`src/sv/tpsc_pkg.sv`:
```
// Shared types and constants for the tanh soft clipper.
`default_nettype none
package tpsc_pkg;

  localparam int unsigned SampleW = 24;
  localparam int unsigned QuoW    = 23;
  localparam int unsigned RemW    = 64;
  localparam int unsigned DenW    = 42;

  // Polynomial coefficients
  localparam logic [63:0] CN0 = 64'd378;
  localparam logic [63:0] CN1 = 64'd17325;
  localparam logic [63:0] CN2 = 64'd135135;
  localparam logic [63:0] CD0 = 64'd28;
  localparam logic [63:0] CD1 = 64'd3150;
  localparam logic [63:0] CD2 = 64'd62370;
  localparam logic [63:0] CD3 = 64'd135135;

  localparam logic [QuoW-1:0] OneQ22 = 23'd4194304;

  // One item travelling along the divider chain
  typedef struct packed {
    logic            vld;
    logic            neg;
    logic [RemW-1:0] rem;
    logic [DenW-1:0] den;
    logic [QuoW-1:0] quo;
  } div_t;

endpackage
`default_nettype wire

```
`src/sv/tpsc_div_cell.sv`:
```
// One restoring-division cell: settles a single quotient bit.
`default_nettype none
module tpsc_div_cell
  import tpsc_pkg::*;
#(
  parameter int unsigned Bit = 0
) (
  input  wire logic clk_i,
  input  wire logic rst_ni,
  input  wire logic en_i,
  input  wire div_t div_i,
  output div_t      div_o
);

  logic [RemW:0]   dsh, diff;
  logic            ge;
  logic            vld_q;
  div_t            pay_d, pay_q;

  // Trial subtract of the shifted divisor
  always_comb begin
    dsh  = (RemW+1)'(div_i.den) << Bit;
    diff = {1'b0, div_i.rem} - dsh;
    ge   = !diff[RemW];
  end

  // Keep the remainder if it fits, note the quotient bit
  always_comb begin
    pay_d          = div_i;
    pay_d.rem      = ge ? diff[RemW-1:0] : div_i.rem;
    pay_d.quo[Bit] = ge;
  end

  always_ff @(posedge clk_i or negedge rst_ni) begin
    if (!rst_ni) begin
      vld_q <= 1'b0;
    end else if (en_i) begin
      vld_q <= div_i.vld;
    end
  end

  always_ff @(posedge clk_i) begin
    if (en_i) begin
      pay_q <= pay_d;
    end
  end

  always_comb begin
    div_o     = pay_q;
    div_o.vld = vld_q;
  end

endmodule
`default_nettype wire

```
`config.mk`:
```
export PLATFORM = sky130hd
export DESIGN_NAME = tpsc_div_cell
export DESIGN_NICKNAME = d
export VERILOG_FILES = /design/src/sv/tpsc_pkg.sv /design/src/sv/tpsc_div_cell.sv
export SDC_FILE = /design/constraint.sdc
export NUM_CORES = 1
export LEC_CHECK = 0
export ABC_CLOCK_PERIOD_IN_PS = 1300
export BUFFER_PORTS_ARGS = -buffer_cell sky130_fd_sc_hd__clkbuf_2
export CAP_MARGIN = 20
export CORE_MARGIN = 1
export CORE_UTILIZATION = 55
export CTS_CLUSTER_SIZE = 14
export DETAILED_ROUTE_END_ITERATION = 10
export PLACE_DENSITY = 0.94
export SYNTH_ARGS = -nofsm -noshare
export SYNTH_HDL_FRONTEND = slang
export SYNTH_SLANG_ARGS = --single-unit
```
`constraint.sdc`:
```
create_clock -name clk_i -period 1.3 [get_ports clk_i]
set_input_delay 0 -clock clk_i [delete_from_list [all_inputs] [get_ports clk_i]]
set_output_delay 0 -clock clk_i [all_outputs]
set_load 0.02 [all_outputs]
```
==> flow_summary.toml, run 1 <==
[synth]
synth_area_leaders = "edfxtp_1 52%, ha_1 7.0%, a21oi_1 5.6%"
synthesis.nets = 878
synth_top_area_frac = 0.517
yosysSeqAreaShare = 0.520
async_reset_ff_frac = 0.00763
ys_types = 59
synth_area_leader_cell = "edfxtp_1"
synth-edff-count = 130
yosys_most_used_dff = "edfxtp_1"
synth_area_per_cell_um2 = 10.8
synthMostInstantiatedCell = "edfxtp_1"
synthTopCellsByCount = "130 x edfxtp_1, 84 x a21oi_1, 67 x nor2_1"
syn_area_mm2 = 0.00756
ys_ff_latch = 131
yosysWarnings = 0
syn_inst = 701

[placement]
globalplace.congestion = 0.906
io_buffer_count = 263
place_hpwl_mm = 19.9
dp.cells = 1317
post_dp_cell_area_mm2 = 0.0109

[cts]
ctsResizeCount = 131
max-clock-path-buffers = 2
cts_made_buffers = 17
post_cts_buffers = 23
root_buffer = "clkbuf_16"
hold_buffers = 99
cts_sinks = 131
htree_levels = 4

[floorplan]
initial_core_util = 0.568
fp.dieW_um = 119
die_y_um = 119
ios = 265
rows = 42

[outcome]
status = "did not finish"
stop_error = "[ERROR DPL-0038] Utilization greater than 100%, impossible to legalize"
failed_stage = "clock tree synthesis"
-- stage by stage --
step                      setup WS [ns]   util
after floorplan                   -1.04      -
after detailed placement          -1.50  0.816
after global placement            -1.37  0.816
-- cell families after synthesis --
| group | share of synthesized area |
|---|---|
| XOR/XNOR | 0.0719 |
| AND/OR/NAND/NOR | 0.122 |
| multiplexers | 0.0187 |
| AO/OA/AOI/OAI | 0.147 |
| adder cells (fa/ha/maj) | 0.0722 |
| flip-flops | 0.520 |
| buffers and inverters | 0.0484 |
==> run 2: changes to the inputs <==
--- a/config.mk
+++ b/config.mk
@@ -9,10 +9,9 @@
 export BUFFER_PORTS_ARGS = -buffer_cell sky130_fd_sc_hd__clkbuf_2
 export CAP_MARGIN = 20
 export CORE_MARGIN = 1
-export CORE_UTILIZATION = 55
-export CTS_CLUSTER_SIZE = 14
+export CORE_UTILIZATION = 40
 export DETAILED_ROUTE_END_ITERATION = 10
-export PLACE_DENSITY = 0.94
+export PLACE_DENSITY_LB_ADDON = 0.15
 export SYNTH_ARGS = -nofsm -noshare
 export SYNTH_HDL_FRONTEND = slang
 export SYNTH_SLANG_ARGS = --single-unit
==> flow_summary.toml, run 2 <==
[outcome]
status = "finished, violations left"
violations = "setup timing"

[sta]
finalWorstSetupSlack_ns = -0.914
rsz0062_at_grt = "true"
max_freq_ghz = 0.452
hold_viol_final = 0
post-route-min-period_ns = 2.21
slew_viol_final = 0
fin_worst_skew_ns = 0
max_slew_margin = 0.573
tightest_slew_ns = 0.635
fin_crit_sh = 1.70
setup_violations = 65

[global_routing]
grt_pass1_wl_mm = 38.7
grt_usage = 0.254
grt_max_degree = 39
grt_overflow_total = 0
antenna_found_initial = 0
grt_pass1_vias = 7918

[worst_setup_path]
crit_path_end_kind = "flip-flop"
r2r_slack_ns = 0.53
crit_fanout = 5
arrival_ns = 2.38
worstSetupStartpointType = "primary input"
crit_type = "primary input to flip-flop"
worst-endpoint-required_ns = 1.47

[final_layout]
seq_area_mm2 = 0.00393
fillCellCount = 1135
fin_nets = 1494
final_cell_mix = "251 x clkbuf_2, 208 x buf_4, 130 x edfxtp_1, 113 x dlygate4sd3_1, 46 x inv_1"
area_growth_pct = 89.1
largest_register_ffs = 130
stdcell_area_mm2 = 0.0143
final_util = 0.785
final_common_cell = "clkbuf_2"
drive_above_1_share = 0.564
instances_no_fill = 1559
diodes = 0
multi_input_area_mm2 = 0.00456

[floorplan]
initial_core_util = 0.415
rows = 49
die_y_um = 139
fp.dieW_um = 139
die_area_mm2 = 0.0194
core_area_mm2 = 0.0182
ios = 265

[synth]
synth_top_area_frac = 0.517
synthesis.nets = 878
yosys.area_share.adder = 0.0722
synth_compound_area_frac = 0.147
syn_inst = 701
synthSimpleGateAreaFrac = 0.122
syn_area_mm2 = 0.00756
synth_area_leaders = "edfxtp_1 52%, ha_1 7.0%, a21oi_1 5.6%"
yosys_most_used_dff = "edfxtp_1"
muxShareOfSynthArea = 0.0187
ys_types = 59
synth_area_leader_cell = "edfxtp_1"
synthMostInstantiatedCell = "edfxtp_1"
synth_xor_area_frac = 0.0719
synth_top_family_by_area = "compound AO/OA/AOI/OAI gates"
synthTopCellsByCount = "130 x edfxtp_1, 84 x a21oi_1, 67 x nor2_1"
synth_area_per_cell_um2 = 10.8
synth-edff-count = 130
yosysSeqAreaShare = 0.520
yosysWarnings = 0
ys_ff_latch = 131
async_reset_ff_frac = 0.00763

[placement]
post_dp_cell_area_mm2 = 0.0110
io_buffer_count = 263
place_hpwl_mm = 16.6
globalplace.congestion = 0.878
dp.cells = 1382

[power_and_ir_drop]
peakVddDrop_mv = 0.963
pwr-share-clk = 0.324
powerDensity_mw_per_mm2 = 1060
pwr-share-comb = 0.321
power_switching_mw = 4.80
intPower_mw = 10.3
swShare = 0.318
seqPwrFrac = 0.354
leakage_nw = 6.31

[detailed_routing]
firstDrtPassIters = 5
ant_nets = 0
wl_mm = 26.1
detail_route.vias_per_cell = 5.01
dr.first_iter.drc_count = 413
num_vias = 7812
wl_per_cell_um = 16.7
drt_drc_violations_left = 0

[cts]
cts_tree = "done"
clk_latency_ns = 0.42
max-clock-path-buffers = 2
cts_made_buffers = 17
cts_sinks = 131
clkSlewWorstSetupHoldPaths_ns = 0.07
htree_levels = 4
root_buffer = "clkbuf_16"

[min_path]
hp-class = "primary input to flip-flop"

[job]
max_cap_violations = 0
run 2: cell counts after synthesis:
Identical to the previous run, type by type.
run 2: routing by layer:
metal | routed length (um) | global-route usage | up-vias
met5 | 0 | 0 | -
met2 | 13800 | 0.469 | 280
met1 | 10400 | 0.298 | 3709
li1 | - | - | 3782
met3 | 1380 | 0.0485 | 41
met4 | 486 | 0.0731 | 0
run 2: power by group through the flow:
stage	Clock [mW]	Sequential [mW]	Combinational, mW
global placement	0	5.42	3.85
global route	5.15	5.38	5.16
finish	4.90	5.35	4.85
CTS	4.98	5.34	4.46
floorplan	0	6.02	1.47
detailed placement	0	5.42	3.87
run 2: critical path, stage by stage:
cell	delay, ns
clkbuf_2	0.11
inv_2	0.05
ha_4	0.28
nand4_1	0.19
inv_1	0.13
a211oi_2	0.08
o31ai_2	0.31
buf_4	0.20
o2111ai_4	0.13
a21o_1	0.21
a211oi_4	0.30
buf_6	0.18
nand2_4	0.05
xnor2_2	0.15
run 2: final cells by class:
cell class	count	share of cell area
timing repair buffer	623	0.328
multi-input combinational	485	0.319
sequential	131	0.275
clock buffer	17	0.0298
tap	229	0.0201
inverter	59	0.0171
clock inverter	15	0.0111
run 2: timing repair:
action,CTS,global route
hold buffers,112,1
gates cloned,1,3
resized for setup,162,114
setup endpoints to repair,65,65
endpoints found under the hold margin,128,1
setup buffers,23,7
pin swaps,50,51
run 2: path summary, 6_finish.rpt:
check | start | end | depth (start not counted)
min in group asynchronous | rst_ni | vld_q$_DFFE_PN0P_ | 3
setup / recovery | div_i[46] | div_o[128]$_DFFE_PP_ | 14
hold / removal | div_i[101] | div_o[101]$_DFFE_PP_ | 4
hold reg to reg | vld_q$_DFFE_PN0P_ | vld_q$_DFFE_PN0P_ | 1
setup reg to reg | vld_q$_DFFE_PN0P_ | vld_q$_DFFE_PN0P_ | 1
max in group asynchronous | rst_ni | vld_q$_DFFE_PN0P_ | 3
run 2: cell families after synthesis:
logic type	count (synthesis)
DFF	131
buffers and inverters	85
and+or+nand+nor	190
AOI/OAI and AO/OA	180
xor gates and xnor gates	62
adders and majority gates	43
muxes	10
run 2: through the flow:
step                power [mW]  TNS [ns]  hold slack (ns)  worst slack [ns]
finish                    15.1    -46.87           0.0151            -0.914
global route              15.7    -51.24           0.0167            -0.974
CTS                       14.8    -42.95          0.00591            -0.750
detailed placement        9.29    -84.30           -0.224             -1.41
global placement          9.27    -82.60           -0.225             -1.35
floorplan                 7.48    -56.91           -0.296             -1.04
(Power assumes the default switching activity.)
==> run 3: changes to the inputs <==
--- a/config.mk
+++ b/config.mk
@@ -12,6 +12,7 @@
 export CORE_UTILIZATION = 40
 export DETAILED_ROUTE_END_ITERATION = 10
 export PLACE_DENSITY_LB_ADDON = 0.15
+export REMOVE_ABC_BUFFERS = 1
 export SYNTH_ARGS = -nofsm -noshare
 export SYNTH_HDL_FRONTEND = slang
 export SYNTH_SLANG_ARGS = --single-unit
==> flow_summary.toml, run 3 (same netlist as run 2, synthesis figures left out) <==
[final_layout]
fillCellCount = 1112
fin_nets = 1504
seq_area_mm2 = 0.00393
largest_register_ffs = 130
diodes = 0
final_common_cell = "clkbuf_2"
final_cell_mix = "248 x clkbuf_2, 218 x buf_4, 130 x edfxtp_1, 112 x dlygate4sd3_1, 49 x inv_1"
drive_above_1_share = 0.572
multi_input_area_mm2 = 0.00453
area_growth_pct = 90.3

[detailed_routing]
wl_mm = 26.7
ant_nets = 0
detail_route.vias_per_cell = 5.03
num_vias = 7897
firstDrtPassIters = 5
wl_per_cell_um = 17.0
dr.first_iter.drc_count = 347
drt_drc_violations_left = 0

[cts]
root_buffer = "clkbuf_16"
cts_tree = "done"
clk_latency_ns = 0.42
htree_levels = 4
max-clock-path-buffers = 2
cts_sinks = 131
cts_made_buffers = 17
clkSlewWorstSetupHoldPaths_ns = 0.06

[global_routing]
grt_overflow_total = 0
gr-usage-met1 = 0.292
grt_max_degree = 44
grt_pass1_vias = 7882
grtUsageMet2 = 0.484
grt_usage = 0.259
antenna_found_initial = 1
gr-usage-met3 = 0.0499
grt.busiest_layer = "met2"
grt_pass1_wl_mm = 39.0

[power_and_ir_drop]
leakage_nw = 6.36
p_total_mw = 15.3
powerDensity_mw_per_mm2 = 1060
peakVddDrop_mv = 0.944

[sta]
max_freq_ghz = 0.461
hold_viol_final = 0
slew_viol_final = 0
post-route-min-period_ns = 2.17
rsz0062_at_grt = "true"
finalWorstSetupSlack_ns = -0.871
tightest_slew_ns = 0.587
setup_violations = 65
holdWs_ns = 0.0122
fin_crit_sh = 1.67
fin_worst_skew_ns = 0
max_slew_margin = 0.608

[worst_setup_path]
arrival_ns = 2.35
ff2ff_path_depth = 1
crit_buf_inv = 7
crit_cells = 16
endpoint = "div_o[128]$_DFFE_PP_"
reg2reg_to = "vld_q$_DFFE_PN0P_"
crit_type = "primary input to flip-flop"
cp-startpoint = "div_i[46]"
crit_fanout = 7
crit_slowest_cell = "ha_4"
cp_cell_sequence = "buf_8, inv_4, ha_4, buf_6, nand4_1, inv_1, a211oi_2, o31ai_1, buf_4, o2111ai_4, a21o_1, a211oi_4, buf_6, buf_4, nand2_2, xnor2_1"
r2r_slack_ns = 0.56
crit_family = "compound AO/OA/AOI/OAI gates"
worst-endpoint-required_ns = 1.48
crit_path_end_kind = "flip-flop"
worstReg2RegStart = "vld_q$_DFFE_PN0P_"
worstSetupStartpointType = "primary input"
critPathMaxStageDelay_ns = 0.28

[placement]
pre_cts_ws_ns = -1.60
io_buffer_count = 263
globalplace.congestion = 0.900
place_hpwl_mm = 16.6

[floorplan]
die_y_um = 139
rows = 49
ios = 265
die_area_mm2 = 0.0194
fp.dieW_um = 139
initial_core_util = 0.415
core_area_mm2 = 0.0182

[outcome]
violations = "setup timing"
status = "finished, violations left"

[min_path]
hp-class = "primary input to flip-flop"

[job]
max_cap_violations = 0
-- run 3: final cells by class --
cell class | count | area share
Multi-Input combinational cell | 485 | 0.315
Clock inverter | 14 | 0.0124
Clock buffer | 18 | 0.0298
Sequential cell | 131 | 0.273
Inverter | 59 | 0.0163
Tap cell | 229 | 0.0199
Timing Repair Buffer | 633 | 0.333
-- run 3: power by group --
group | switching, mW | leakage, nW | internal [mW]
logic | 2.52 | 4.79 | 2.38
registers | 0.137 | 1.28 | 5.21
clock network | 2.01 | 0.284 | 3.04
-- run 3: per-layer routing --
metal,wire length [um],up-vias,share of wire
met4,670,2,0.025
met5,11,-,0.00041
met2,14200,272,0.53
met1,10500,3759,0.39
met3,1310,54,0.049
li1,-,3810,-
-- run 3: worst min-delay path: stages --
cell	delay [ns]
clkbuf_2	0.08
buf_4	0.12
xnor2_1	0.12
-- run 3: metrics by stage --
step,TNS (ns),utilization,cells,area (um^2)
5_1_grt,-52.05,0.790,1569,14400
6_report,-46.61,0.790,1569,14400
3_3_place_gp,-85.64,0.581,1369,10600
3_5_place_dp,-90.13,0.581,1369,10600
2_1_floorplan,-95.80,-,675,7410
4_1_cts,-45.58,0.748,1552,13600
-- run 3: what timing repair did --
item | 4_1_cts | 5_1_grt
gates resized for setup | 200 | 171
setup buffers | 38 | 21
pin swaps | 36 | 67
endpoints found under the hold margin | 119 | 4
hold buffers | 108 | 4
setup endpoints to repair | 65 | 65
gates cloned | 6 | 0
-- run 3: worst min-delay path by stage --
stage               startpoint              endpoint  slack [ns]  cells after the start
floorplan               rst_ni     vld_q$_DFFE_PN0P_       -0.30                      0
global placement        rst_ni     vld_q$_DFFE_PN0P_       -0.23                      1
detailed placement      rst_ni     vld_q$_DFFE_PN0P_       -0.22                      1
CTS                  div_i[67]   div_o[67]$_DFFE_PP_       0.005                      3
global route        div_i[120]  div_o[120]$_DFFE_PP_        0.02                      3
finish              div_i[120]  div_o[120]$_DFFE_PP_        0.01                      3
